File: config.mk
export PLATFORM = sky130hd
export DESIGN_NAME = undo_redo_history_ring_top
export DESIGN_NICKNAME = d
export VERILOG_FILES = /design/src/sv/urhr_pkg.sv /design/src/sv/urhr_ram.sv /design/src/sv/undo_redo_history_ring_top.sv
export SDC_FILE = /design/constraint.sdc
export NUM_CORES = 1
export LEC_CHECK = 0
export BUFFER_PORTS_ARGS = -buffer_cell sky130_fd_sc_hd__clkbuf_2
export CORE_ASPECT_RATIO = 0.7
export CORE_MARGIN = 8
export CORE_UTILIZATION = 60
export CTS_CLUSTER_SIZE = 16
export DETAILED_ROUTE_END_ITERATION = 12
export PLACE_DENSITY = 0.8
export SKIP_CTS_REPAIR_TIMING = 1
export SLEW_MARGIN = 20
export SYNTH_ARGS = -nofsm -noshare
export SYNTH_HDL_FRONTEND = slang
export SYNTH_HIERARCHICAL = 1
export SYNTH_SLANG_ARGS = --single-unit
File: constraint.sdc
create_clock -name clk_i -period 6.8 [get_ports clk_i]
set_input_delay 0.34 -clock clk_i [delete_from_list [all_inputs] [get_ports clk_i]]
set_output_delay 0.34 -clock clk_i [all_outputs]
set_load 0.05 [all_outputs]
File: src/sv/urhr_pkg.sv
`timescale 1ns / 1ps
// shared types and constants for the undo/redo history ring
// no dependencies; used by the top module, the checker and the testbench

package urhr_pkg;

  // store geometry (DEPTH must be a power of two, the ring wraps by truncation)
  localparam int DEPTH      = 16;
  localparam int ENTRY_BITS = 32;
  localparam int IDX_W      = $clog2(DEPTH);
  localparam int CNT_W      = IDX_W + 1;
  localparam int CAP_W      = 5;

  // operation codes
  typedef enum logic [1:0] {
    OP_RESTART = 2'd0,
    OP_PUSH    = 2'd1,
    OP_BACK    = 2'd2,
    OP_FORWARD = 2'd3
  } urhr_op_e;

  // input transaction
  typedef struct packed {
    urhr_op_e               op;
    logic [ENTRY_BITS-1:0]  entry_data;
  } urhr_in_t;

  // result transaction
  typedef struct packed {
    logic                   ok;
    logic [ENTRY_BITS-1:0]  current_entry;
    logic                   has_current;
    logic                   can_back;
    logic                   can_forward;
    logic [CAP_W-1:0]       entry_count;
  } urhr_out_t;

endpackage

File: src/sv/urhr_ram.sv
`timescale 1ns / 1ps
// generic single write port, single read port ram with registered read
// no dependencies

module urhr_ram #(
  parameter int WIDTH = 32,
  parameter int DEPTH = 16
) (
  input  logic                     clk_i,
  input  logic                     we_i,
  input  logic [$clog2(DEPTH)-1:0] waddr_i,
  input  logic [WIDTH-1:0]         wdata_i,
  input  logic                     re_i,
  input  logic [$clog2(DEPTH)-1:0] raddr_i,
  output logic [WIDTH-1:0]         rdata_o
);

  logic [WIDTH-1:0] mem_q [DEPTH];
  logic [WIDTH-1:0] rdata_q;

  // write port
  always_ff @(posedge clk_i) begin
    if (we_i) begin
      mem_q[waddr_i] <= wdata_i;
    end
  end

  // registered read port (old data on same-address collision)
  always_ff @(posedge clk_i) begin
    if (re_i) begin
      rdata_q <= mem_q[raddr_i];
    end
  end

  assign rdata_o = rdata_q;

endmodule

File: src/sv/undo_redo_history_ring_top.sv
`timescale 1ns / 1ps
// An accepted transaction passes through the pending read stage and then the output register.
// A new transaction is not accepted while the snapshot ram read that follows each index
// update is in flight, nor while a stalled result holds the output register.
// Reset: history empty (count, cursor, oldest index zero), capacity 0 (full depth);
// the snapshot ram is not cleared, unwritten slots are never shown.
// Depends on urhr_pkg and urhr_ram.

module undo_redo_history_ring_top (
  input  logic                    clk_i,
  input  logic                    rst_ni,
  input  logic                    in_valid_i,
  output logic                    in_stall_o,
  input  urhr_pkg::urhr_in_t      in_i,
  output logic                    out_valid_o,
  input  logic                    out_stall_i,
  output urhr_pkg::urhr_out_t     out_o,
  input  logic                    cfg_we_i,
  input  logic [urhr_pkg::CAP_W-1:0] cfg_wdata_i
);

  localparam int IDX_W = urhr_pkg::IDX_W;
  localparam int CNT_W = urhr_pkg::CNT_W;
  localparam int CAP_W = urhr_pkg::CAP_W;
  localparam int CMP_W = CNT_W + CAP_W;

  // ring state
  logic [IDX_W-1:0] oldest_q, oldest_d;
  logic [CNT_W-1:0] count_q, count_d;
  logic [IDX_W-1:0] cursor_q, cursor_d;
  logic [CAP_W-1:0] capacity_q;

  // pending read stage
  logic                          pend_q;
  urhr_pkg::urhr_out_t           pend_res_q, pend_res_d;
  logic                          pend_fwd_q;
  logic [urhr_pkg::ENTRY_BITS-1:0] pend_data_q;

  // output register
  logic                  out_valid_q;
  urhr_pkg::urhr_out_t   out_q, out_d;

  logic                             in_acc;
  logic                             ok;
  logic                             we;
  logic [IDX_W-1:0]                 waddr;
  logic [IDX_W-1:0]                 raddr;
  logic [urhr_pkg::ENTRY_BITS-1:0]  rdata;
  logic [CNT_W-1:0]                 cap_eff;
  logic [CNT_W:0]                   n_new;
  logic [CNT_W:0]                   n_drop;
  logic [CNT_W-1:0]                 n_fin;

  // accept only when no read is in flight and the output slot frees up
  assign in_stall_o = pend_q || (out_valid_q && out_stall_i);
  assign in_acc     = in_valid_i && !in_stall_o;

  // effective capacity: zero or oversize saturates at the depth
  always_comb begin
    if (capacity_q == '0 || CMP_W'(capacity_q) > CMP_W'(urhr_pkg::DEPTH)) begin
      cap_eff = CNT_W'(urhr_pkg::DEPTH);
    end else begin
      cap_eff = CNT_W'(capacity_q);
    end
  end

  // next ring indices, store write and result flags
  always_comb begin
    oldest_d = oldest_q;
    count_d  = count_q;
    cursor_d = cursor_q;
    ok       = 1'b0;
    we       = 1'b0;
    waddr    = oldest_q + cursor_q + IDX_W'(1);
    n_new    = (CNT_W+1)'(cursor_q) + (CNT_W+1)'(2);
    n_drop   = n_new - (CNT_W+1)'(cap_eff);
    n_fin    = n_new[CNT_W-1:0];
    unique case (in_i.op)
      urhr_pkg::OP_RESTART: begin
        oldest_d = '0;
        count_d  = CNT_W'(1);
        cursor_d = '0;
        waddr    = '0;
        we       = 1'b1;
        ok       = 1'b1;
      end
      urhr_pkg::OP_PUSH: begin
        if (count_q != '0) begin
          // entries after the cursor are dropped, oldest evicted past capacity
          if (n_new > (CNT_W+1)'(cap_eff)) begin
            oldest_d = oldest_q + n_drop[IDX_W-1:0];
            n_fin    = cap_eff;
          end
          count_d  = n_fin;
          cursor_d = IDX_W'(n_fin - CNT_W'(1));
          we       = 1'b1;
          ok       = 1'b1;
        end
      end
      urhr_pkg::OP_BACK: begin
        if (count_q != '0 && cursor_q != '0) begin
          cursor_d = cursor_q - IDX_W'(1);
          ok       = 1'b1;
        end
      end
      urhr_pkg::OP_FORWARD: begin
        if (count_q != '0 && CNT_W'(cursor_q) + CNT_W'(1) < count_q) begin
          cursor_d = cursor_q + IDX_W'(1);
          ok       = 1'b1;
        end
      end
      default: begin
      end
    endcase
    raddr = oldest_d + cursor_d;

    pend_res_d               = '0;
    pend_res_d.ok            = ok;
    pend_res_d.has_current   = (count_d != '0);
    pend_res_d.can_back      = (count_d != '0) && (cursor_d != '0);
    pend_res_d.can_forward   = (count_d != '0) && (CNT_W'(cursor_d) + CNT_W'(1) < count_d);
    pend_res_d.entry_count   = CAP_W'(count_d);
  end

  // snapshot store
  urhr_ram #(
    .WIDTH (urhr_pkg::ENTRY_BITS),
    .DEPTH (urhr_pkg::DEPTH)
  ) u_store (
    .clk_i   (clk_i),
    .we_i    (in_acc && we),
    .waddr_i (waddr),
    .wdata_i (in_i.entry_data),
    .re_i    (in_acc),
    .raddr_i (raddr),
    .rdata_o (rdata)
  );

  // ring state and capacity register
  always_ff @(posedge clk_i or negedge rst_ni) begin
    if (!rst_ni) begin
      oldest_q   <= '0;
      count_q    <= '0;
      cursor_q   <= '0;
      capacity_q <= '0;
    end else begin
      if (in_acc) begin
        oldest_q <= oldest_d;
        count_q  <= count_d;
        cursor_q <= cursor_d;
      end
      if (cfg_we_i) begin
        capacity_q <= cfg_wdata_i;
      end
    end
  end

  // pending stage control
  always_ff @(posedge clk_i or negedge rst_ni) begin
    if (!rst_ni) begin
      pend_q <= 1'b0;
    end else begin
      pend_q <= in_acc;
    end
  end

  // pending stage payload; the written word is forwarded past the ram
  always_ff @(posedge clk_i) begin
    if (in_acc) begin
      pend_res_q  <= pend_res_d;
      pend_fwd_q  <= we;
      pend_data_q <= in_i.entry_data;
    end
  end

  // output register control
  always_ff @(posedge clk_i or negedge rst_ni) begin
    if (!rst_ni) begin
      out_valid_q <= 1'b0;
    end else if (pend_q) begin
      out_valid_q <= 1'b1;
    end else if (!out_stall_i) begin
      out_valid_q <= 1'b0;
    end
  end

  // result with the current entry filled in
  always_comb begin
    out_d = pend_res_q;
    if (!pend_res_q.has_current) begin
      out_d.current_entry = '0;
    end else if (pend_fwd_q) begin
      out_d.current_entry = pend_data_q;
    end else begin
      out_d.current_entry = rdata;
    end
  end

  // output register payload
  always_ff @(posedge clk_i) begin
    if (pend_q) begin
      out_q <= out_d;
    end
  end

  assign out_valid_o = out_valid_q;
  assign out_o       = out_q;

endmodule

== Word-level counts from Yosys, hierarchy flattened ==
Memories as Yosys holds them, arrays and structs flattened. A register that Yosys moved wholly into a read port is not among the register bits.
Cells that the tools add are included.
Storage, ports and cells
  flip-flop bits (word level): 103
  RAM bits: 512
  output and inout bits: 43
  logic and storage cells: 79
  memories kept: 1
Memories
  u_store.mem_q: depth 16, bits a word 32, rd ports 1, clocked after memory_dff 1, write ports 1, line urhr_ram.sv:18  | logic [WIDTH-1:0] mem_q [DEPTH];
Cells by class
  add/subtract/negate cells: 11
  magnitude comparators: 4
  equal/unequal tests: 4
  mux-type cells: 24
  reductions and logical operators: 16
Operators with widths (number)
  2-to-1 mux 32 bit: 1
  2-to-1 mux 5 bit: 5
  2-to-1 mux 4 bit: 6
  one-hot mux 4 bit (4 select lines): 1
  adder 4 bit: 3
  adder 4 x 1 -> 5 bit, second input constant: 2
  less-than comparator 5 bit: 2
  one-hot mux 5 bit (2 select lines): 1
  nonzero test 5 bit: 2
  adder 4 x 1 -> 4 bit, second input constant: 2
  one-hot mux 4 bit (2 select lines): 1
  nonzero test 4 bit: 2
  subtractor 4 x 1 -> 4 bit, second input constant: 2
  logical AND 1 bit: 7
  2-to-1 mux 1 bit: 7
  adder 4 x 2 -> 5 bit, second input constant: 1
  greater-than comparator 5 bit: 1
  greater-than comparator 5 bit, second input constant: 1
  logical NOT 5 bit: 1
  == test 2 bit, second input constant: 2
  one-hot mux 1 bit (4 select lines): 1
  subtractor 4 bit: 1
  == test 2 x 1 -> 1 bit, second input constant: 1
  logical NOT 2 bit: 1
  4 further kinds: 5

== Logic depth before layout (Yosys ltp) ==
Gate-level depths: netlist of the first run.
  depth in word-level cells: 13
  mapped depth: 27
  depth with buffers taken out: 23

== Hierarchy ==
The synthesis of the first run kept the hierarchy.
By module, submodules not included
  urhr_ram: times used 1, cells each 838, area an instance 20155.6 um^2, seq. area each 16335.7 um^2
  undo_redo_history_ring_top: times used 1, cells each 426, area an instance 5421.4 um^2, seq. area each 2992.9 um^2

== Worst setup path after synthesis of the first run ==
Ideal clock, no wire load.
  kind: register to register
  start point: register pend_q
  end point: memory u_store.mem_q[0][0], enable pin
  library setup time: 0.461 ns
  arrival: 5.527 ns
  required time: 6.339 ns
  setup slack: 0.812 ns
  stages on the path, launching flop included: 7
  path buffers: 0
  period minus slack after synthesis: 5.988 ns
  path through: dfrtp_1 a21oi_1 nand2_1 clkinv_1 and2_1 or3b_2 nor3_1
Between the ends
  word-level cells in the longest chain between the ends: 6
RTL lines
  start, declared: line undo_redo_history_ring_top.sv:34  | logic pend_q;
  start signal, assigned: line undo_redo_history_ring_top.sv:163  | pend_q <= in_acc;
  logical OR 1 bit: line undo_redo_history_ring_top.sv:55  | assign in_stall_o = pend_q || (out_valid_q && out_stall_i);
  logical NOT 1 bit: line undo_redo_history_ring_top.sv:56  | assign in_acc = in_valid_i && !in_stall_o;
  logical AND 1 bit: line undo_redo_history_ring_top.sv:56
  net in_acc: line undo_redo_history_ring_top.sv:43  | logic in_acc;
  logical AND 1 bit: line undo_redo_history_ring_top.sv:131  | .we_i (in_acc && we),
  2-to-1 mux 1 bit: line urhr_ram.sv:23  | if (we_i) begin
  2-to-1 mux 1 bit (implied by the code): line urhr_ram.sv:24  | mem_q[waddr_i] <= wdata_i;
  end, declared: line urhr_ram.sv:18
The timed path passes the listed nets, and every way through them passes these cells.

== Worst setup path in the final report of the first run ==
  start point: register capacity_q[2]
  end point: register u_store.rdata_q[21], in the netlist u_store/rdata_o[21] (read register of u_store.mem_q), data pin
Between the ends
  word-level cells in the longest chain between the ends: 11
RTL lines
  start, declared: line undo_redo_history_ring_top.sv:31  | logic [CAP_W-1:0] capacity_q;
  start signal, assigned: line undo_redo_history_ring_top.sv:153  | capacity_q <= cfg_wdata_i;
  greater-than comparator 5 bit / logical NOT 5 bit (equally long branches): line undo_redo_history_ring_top.sv:60  | if (capacity_q == '0 || CMP_W'(capacity_q) > CMP_W'(urhr_pkg::DEPTH)) begin
  logical OR 1 bit: line undo_redo_history_ring_top.sv:60
  2-to-1 mux 5 bit (*): line undo_redo_history_ring_top.sv:60
  greater-than comparator 5 bit: line undo_redo_history_ring_top.sv:90  | if (n_new > (CNT_W+1)'(cap_eff)) begin
  2-to-1 mux 5 bit (*): line undo_redo_history_ring_top.sv:90
  2-to-1 mux 5 bit (*): line undo_redo_history_ring_top.sv:88  | if (count_q != '0) begin
  2-to-1 mux 5 bit (*): line undo_redo_history_ring_top.sv:78  | unique case (in_i.op)
  subtractor 4 x 1 -> 4 bit (*): line undo_redo_history_ring_top.sv:95  | cursor_d = IDX_W'(n_fin - CNT_W'(1));
  2-to-1 mux 4 bit (*): line undo_redo_history_ring_top.sv:88
  one-hot mux 4 bit (4 select lines) (*): line undo_redo_history_ring_top.sv:78
  net cursor_d[2]: line undo_redo_history_ring_top.sv:30  | logic [IDX_W-1:0] cursor_q, cursor_d;
  adder 4 bit (*): line undo_redo_history_ring_top.sv:115  | raddr = oldest_d + cursor_d;
  net raddr[3]: line undo_redo_history_ring_top.sv:47  | logic [IDX_W-1:0] raddr;
  end, declared: line urhr_ram.sv:19  | logic [WIDTH-1:0] rdata_q;
Mark *: on every way through the listed nets, which the timed path passes. The rest lies on a longest branch. The select of a mux whose other input is x is not followed.
A chain may end at the register's enable or synchronous reset.

==> impl_results.md, run 1 <==
* CP required at slightly above 7 ns
* Crit path launch: capacity_q[2]
* Nets at between 1k and 1.5k
* Routed length per instance at approximately 28 um
* GRT overflow at 0
* CP max FO at 17
* Core area at roughly 42,000 um^2
* Setup CP Type: reg2reg
* TNS Setup at 0 ns
* HP Class: in2reg
* Vias in the first global route at ~13k
* RR Startpoint: capacity_q[2]
* GP Congestion at 0.882
* Longest Clk Path Bufs at 3
* Seq cells post-synth at 647
* Outcome: finished, final reports clean
* Share of the yosys chip area belonging to registers at between 70% and 80%
* Slew Limit Fails at 0
* Most common cell after layout, fill and taps aside: edfxtp_1
* Endpoints failing setup at 0
* Drt first pass iters at 7
* Post-synth EDFFs at ~630
* Slowest stage delay, CP at 0.56 ns
* Layout cells sized above 1 at about 27%
* Final setup skew at approximately 0.033 ns
* Total Wirelength at approximately 56,000 um
* FP Rows at between 60 and 70
* Worst EP arrival at 6.88 ns
* Worst r2r path cells at 22
* Top FF cell, synth: edfxtp_1
* # port buffers at 86
* N_diodes at 0
* Die height at between 150 and 200 um
* Average size of a mapped cell at 20.2 um^2
* Synth top area share at 73.6%
* Tightest Pin Transition at 0.974 ns
* Worst Hold Launch: out_stall_i
* CTS tree: done
* Initial antenna violation count at 2
* CTS H-tree depth at 2
* Syn. warnings at 6
* RSZ-0062 raised after global routing: no
* Die area at 49,600 um^2
* Most frequent CP cell: ha_1
* HPWL Detailed at 31,000 um
* Initial core utilization at 60.6%
* Setup crit end kind: flip-flop
* Async set or reset register ratio after synthesis at 3.09%
* DR vias/cell at approximately 6.4
* Skew-Pair Late Insertion Delay at 0.61 ns
* CP Cell Sequence: or4_1 -> ha_1 -> nor2b_1 -> inv_1 -> ha_1 -> nand4_1 -> o22a_1 -> o31a_1 -> mux2i_2 -> ha_1 -> nand2b_1 -> a211oi_1 -> nor3_2 -> nand2_1 -> ha_1 -> a21oi_1 -> xnor2_1 -> xnor2_1 -> and2_1 -> buf_4 -> a22oi_1 -> nand2_1
* Max_slew headroom at about a third
* Pre-CTS setup slack at between 0.4 and 0.5 ns
* TritonCTS Buffers at 58
* FF-to-FF setup slack at approximately 0.37 ns
* Clock slew at reported path FFs at roughly 0.07 ns
* Critical R2R Capture: u_store/rdata_o[21]
* Clock sink count at around 650
* Crit-path slowest cell: o31a_1
* Vias at between 10k and 15k
* Die Span X at about 260 um
* Unique cell type count in the Yosys netlist at 64
* Largest net degree at the start of global routing at 62
* Area leader, netlist: edfxtp_1
* Detail Route Antenna Nets at 0
* Commonest non-fill, non-tap cells in the layout: edfxtp_1, mux4_2, clkbuf_2
* 1st-iter DRT viols at roughly 1.4k
* Mapped Area at about 26,000 um^2
* Top Ports at just under 90
* Setup slack after layout at 0.368 ns
* First-pass GRT wire length at 83,400 um
* Setup crit end: u_store/rdata_o[21]
* Drc violations at 0
* Final Critical Period at 6.43 ns
* Cells after synthesis at 1,264
* Total GRT Usage at about 22%
* Syn_nets at between 1k and 1.5k
* Fillcell total at approximately 2.5k
* Clock root cell: clkbuf_16
* Max Clock Freq at approximately 160 MHz
* P&R area growth vs syn at 12.7%
* Maximum capacitance violations at 0
* Final hold violation count at 0
* Top post-synthesis cells by area: edfxtp_1, mux4_2, dfrtp_1
* Final period utilization at 94.6%
* Crit start category: flip-flop
## cell usage after synthesis, drive strengths merged (8+ instances only)
cell type and number:
edfxtp 627, mux4 128, a22oi 67, nand2 56
nor2b 40, mux2i 36, buf 35, inv 35
ha 31, nor2 29, clkbuf 24, dfrtp 20
o21ai 19, a21oi 17, xnor2 15, mux2 8
nor3 8
## cell type report
type,instances,area (um^2),share of cell area [%]
inverter,36,136,0.473
clock buffer,71,1520,5.28
timing repair buffer,130,836,2.90
tap,552,691,2.40
multi-input combinational,522,5980,20.8
sequential,647,19300,67.0
clock inverter,29,337,1.17
## per-layer routing
layer	track usage, %	up-vias	wire (um)
met3	4.52	94	4590
met4	5.44	4	1220
met1	32.2	6680	23100
met5	0	-	22
met2	35.5	601	26700
li1	-	5399	-
## per-stage QoR
step | util (%) | hold slack [ns] | instances | area (um^2)
after floorplan | - | 0.0444 | 1264 | 25600
after global placement | 63.8 | 0.354 | 1882 | 26900
after detailed placement | 63.8 | 0.367 | 1882 | 26900
after CTS | 68.3 | -0.278 | 1982 | 28800
after global routing | 68.4 | 0.0101 | 1987 | 28800
final | 68.4 | 0.00216 | 1987 | 28800
## state kept, by name, indices dropped and copies added, names as in the netlist
name             flops
pend_fwd_q           1
pend_q               1
out_o               41
u_store/mem_q      512
u_store/rdata_o     32
out_d                9
capacity_q           5
out_valid_o          1
count_q              5
cursor_q             4
pend_data_q         32
oldest_q             4
## worst min path at each step
| stage | cells past startpoint | slack (ns) | end |
|---|---|---|---|
| finish | 3 | 0.002 | out_valid_o |
| global route | 3 | 0.01 | out_valid_o |
| CTS | 1 | -0.28 | capacity_q[1] |
| detailed placement | 1 | 0.37 | count_q[2] |
| global placement | 1 | 0.35 | out_valid_o |
| floorplan | 0 | 0.04 | capacity_q[0] |
## cell families (layout without fill, tap and decap cells)
logic type / after synthesis / count (layout) / share of synthesized area [%]
simple gates: 159 / 159 / 3.16
fa+ha+maj: 36 / 36 / 1.91
mux: 172 / 172 / 13.0
flops: 647 / 647 / 75.6
xor+xnor: 19 / 19 / 0.651
buf+inv: 95 / 266 / 1.63
compound gates: 136 / 136 / 4.04
## critical path, delay by kind of cell (launching register included)
kind	cells	cell delay (ns)
AOI/OAI and AO/OA	5	1.10
xor gates and xnor gates	2	0.57
adders and majority gates	4	1.25
buffers and inverters	2	0.54
DFF	1	0.39
muxes	1	0.38
and+or+nand+nor	8	2.01
Power of run 1 is not shown: default switching activity piles up to over one toggle a cycle in this logic, so the estimate is an artifact.
==> run 2, diff against run 1 <==
RECOVER_POWER = 50   (was not set)
==> run 2 against run 1 <==
Against the previous run: the flow now finishes with violations (capacitance limit, slew limit); non-clock buffer count did not move; final cell count is the same; setup slack worse by 0.0051 ns; critical path depth unchanged; utilization down 0.22 points; maximum frequency about the same; design area down 0.33%; sequential share of layout area is 0.22 points higher.
==> impl_results.md, run 2 (synthesized netlist as in run 1, its figures left out) <==
* Worst EP arrival at 6.88 ns
* DR vias/cell at around 6.4
* Clock root cell: clkbuf_16
* GRT overflow at 0
* Layout cells sized above 1 at between 20% and 30%
* Slowest stage delay, CP at between 0.5 and 0.6 ns
* TNS Setup at 0 ns
* CP required at a little over 7 ns
* Core area at 42,200 um^2
* GP Congestion at just under 0.9
* Setup crit end kind: flip-flop
* Crit-path slowest cell: o31a_1
* Total GRT Usage at ~22%
* Reg with most FFs: u_store/mem_q
* Most common cell after layout, fill and taps aside: edfxtp_1
* Top Ports at between 80 and 90
* HP Class: in2reg
* Met3 Wirelength at roughly 4800 um
* Initial antenna violation count at 2
* CP Cell Sequence: or4_1 -> ha_1 -> nor2b_1 -> inv_1 -> ha_1 -> nand4_1 -> o22a_1 -> o31a_1 -> mux2i_2 -> ha_1 -> nand2b_1 -> a211oi_1 -> nor3_2 -> nand2_1 -> ha_1 -> a21oi_1 -> xnor2_1 -> xnor2_1 -> and2_1 -> buf_4 -> a22oi_1 -> nand2_1
* Final setup skew at approximately 0.034 ns
* CP max FO at 17
* Max Clock Freq at 155 MHz
* FP Rows at 63
* CTS H-tree depth at 2
* Endpoints failing setup at 0
* WP depth at 22
* First-pass GRT wire length at about 83,000 um
* Die Span X at 263 um
* Detail Route Antenna Nets at 0
* Crit start category: flip-flop
* Total Wirelength at around 56,000 um
* Clock slew at reported path FFs at 0.07 ns
* Largest net degree at the start of global routing at slightly above 60
* Top Metal Used: met5
* Final Critical Period at ~6.4 ns
* N_diodes at 0
* Critical R2R Capture: u_store/rdata_o[21]
* Vias at 12.8k
* Commonest non-fill, non-tap cells in the layout: edfxtp_1, mux4_2, clkbuf_1
* Clock sink count at 647
* Max_slew headroom at -118%
* Die height at 189 um
* Maximum capacitance violations at 2
* 1st-iter DRT viols at 1,327
* CTS tree: done
* Most frequent CP cell: ha_1
* Met2 wire len at 26,800 um
* Worst r2r path cells at 22
* Outcome: finished, violations left
* Initial core utilization at between 60% and 70%
* Longest Clk Path Bufs at 3
* Slew Limit Fails at 75
* Drt first pass iters at 5
* Drc violations at 0
* Violated checks: capacitance limit, slew limit
* RSZ-0062 raised after global routing: no
* Tightest Pin Transition at 3.27 ns
* Crit path launch: capacity_q[2]
* P&R area growth vs syn at 12.4%
* Routed length per instance at roughly 28 um
* FF-to-FF setup slack at 0.36 ns
* Metal1 wirelength at ~23,000 um
* Setup crit end: u_store/rdata_o[21]
* Setup CP Type: reg2reg
* Vias in the first global route at 13.1k
* Final period utilization at about 95%
* Largest register FFs at about 500
* Worst Hold Launch: cfg_wdata_i[4]
* HPWL Detailed at slightly above 30,000 um
* TritonCTS Buffers at slightly below 60
* RR Startpoint: capacity_q[2]
* Final hold violation count at 0
* Delay-heaviest family, CP: simple AND/OR/NAND/NOR gates
* Nets at approximately 1.5k
* CP Buf/Inv Count at 2
* Skew-Pair Late Insertion Delay at 0.61 ns
* # port buffers at 86
* Die area at 49,600 um^2
[run 2: cell count changes in the layout (fill, tap and decap cells not counted), sizes merged]
cell,previous run,this run
buf,39,37
clkbuf,157,159
[run 2: layer usage]
metal,GRT usage [%],up-vias
li1,-,5393
met1,32.2,6675
met2,35.5,609
met3,4.52,103
met4,5.44,4
met5,0,-
[run 2: worst min path at each step]
stage / depth (start not counted) / slack, ns / endpoint
after detailed placement: 1 / 0.37 / count_q[2]
final: 3 / 0.006 / capacity_q[4]
after global placement: 1 / 0.35 / out_valid_o
after global routing: 3 / 0.01 / out_valid_o
after floorplan: 0 / 0.04 / capacity_q[0]
after CTS: 1 / -0.28 / capacity_q[1]
[run 2: worst reg2reg max path: stages, from the launching register on]
cell	delay [ns]
dfrtp_1	0.38
or4_1	0.52
ha_1	0.30
nor2b_1	0.20
inv_1	0.15
ha_1	0.33
nand4_1	0.12
o22a_1	0.12
o31a_1	0.55
mux2i_2	0.38
ha_1	0.28
nand2b_1	0.12
a211oi_1	0.08
nor3_2	0.23
nand2_1	0.19
ha_1	0.35
a21oi_1	0.20
xnor2_1	0.11
xnor2_1	0.46
and2_1	0.54
buf_4	0.40
a22oi_1	0.16
nand2_1	0.11
[run 2: stage by stage]
step           hold WS [ns]  cell area (um^2)  setup slack [ns]  utilization [%]  cells
3_3_place_gp          0.354             26900             0.660             63.8   1882
6_report            0.00600             28700             0.363             68.2   1987
2_1_floorplan        0.0444             25600             0.812                -   1264
5_1_grt             0.00996             28700           0.00295             68.2   1987
4_1_cts              -0.278             28800             0.431             68.3   1982
3_5_place_dp          0.367             26900             0.453             63.8   1882
[run 2: final cells by class]
class / count / area, um^2
Clock buffer: 71 / 1520
Tap cell: 552 / 691
Timing Repair Buffer: 130 / 744
Clock inverter: 29 / 337
Sequential cell: 647 / 19300
Inverter: 36 / 136
Multi-Input combinational cell: 522 / 5980
Fill cell: 2546 / 13400
Power of run 2 is left out for the same reason.
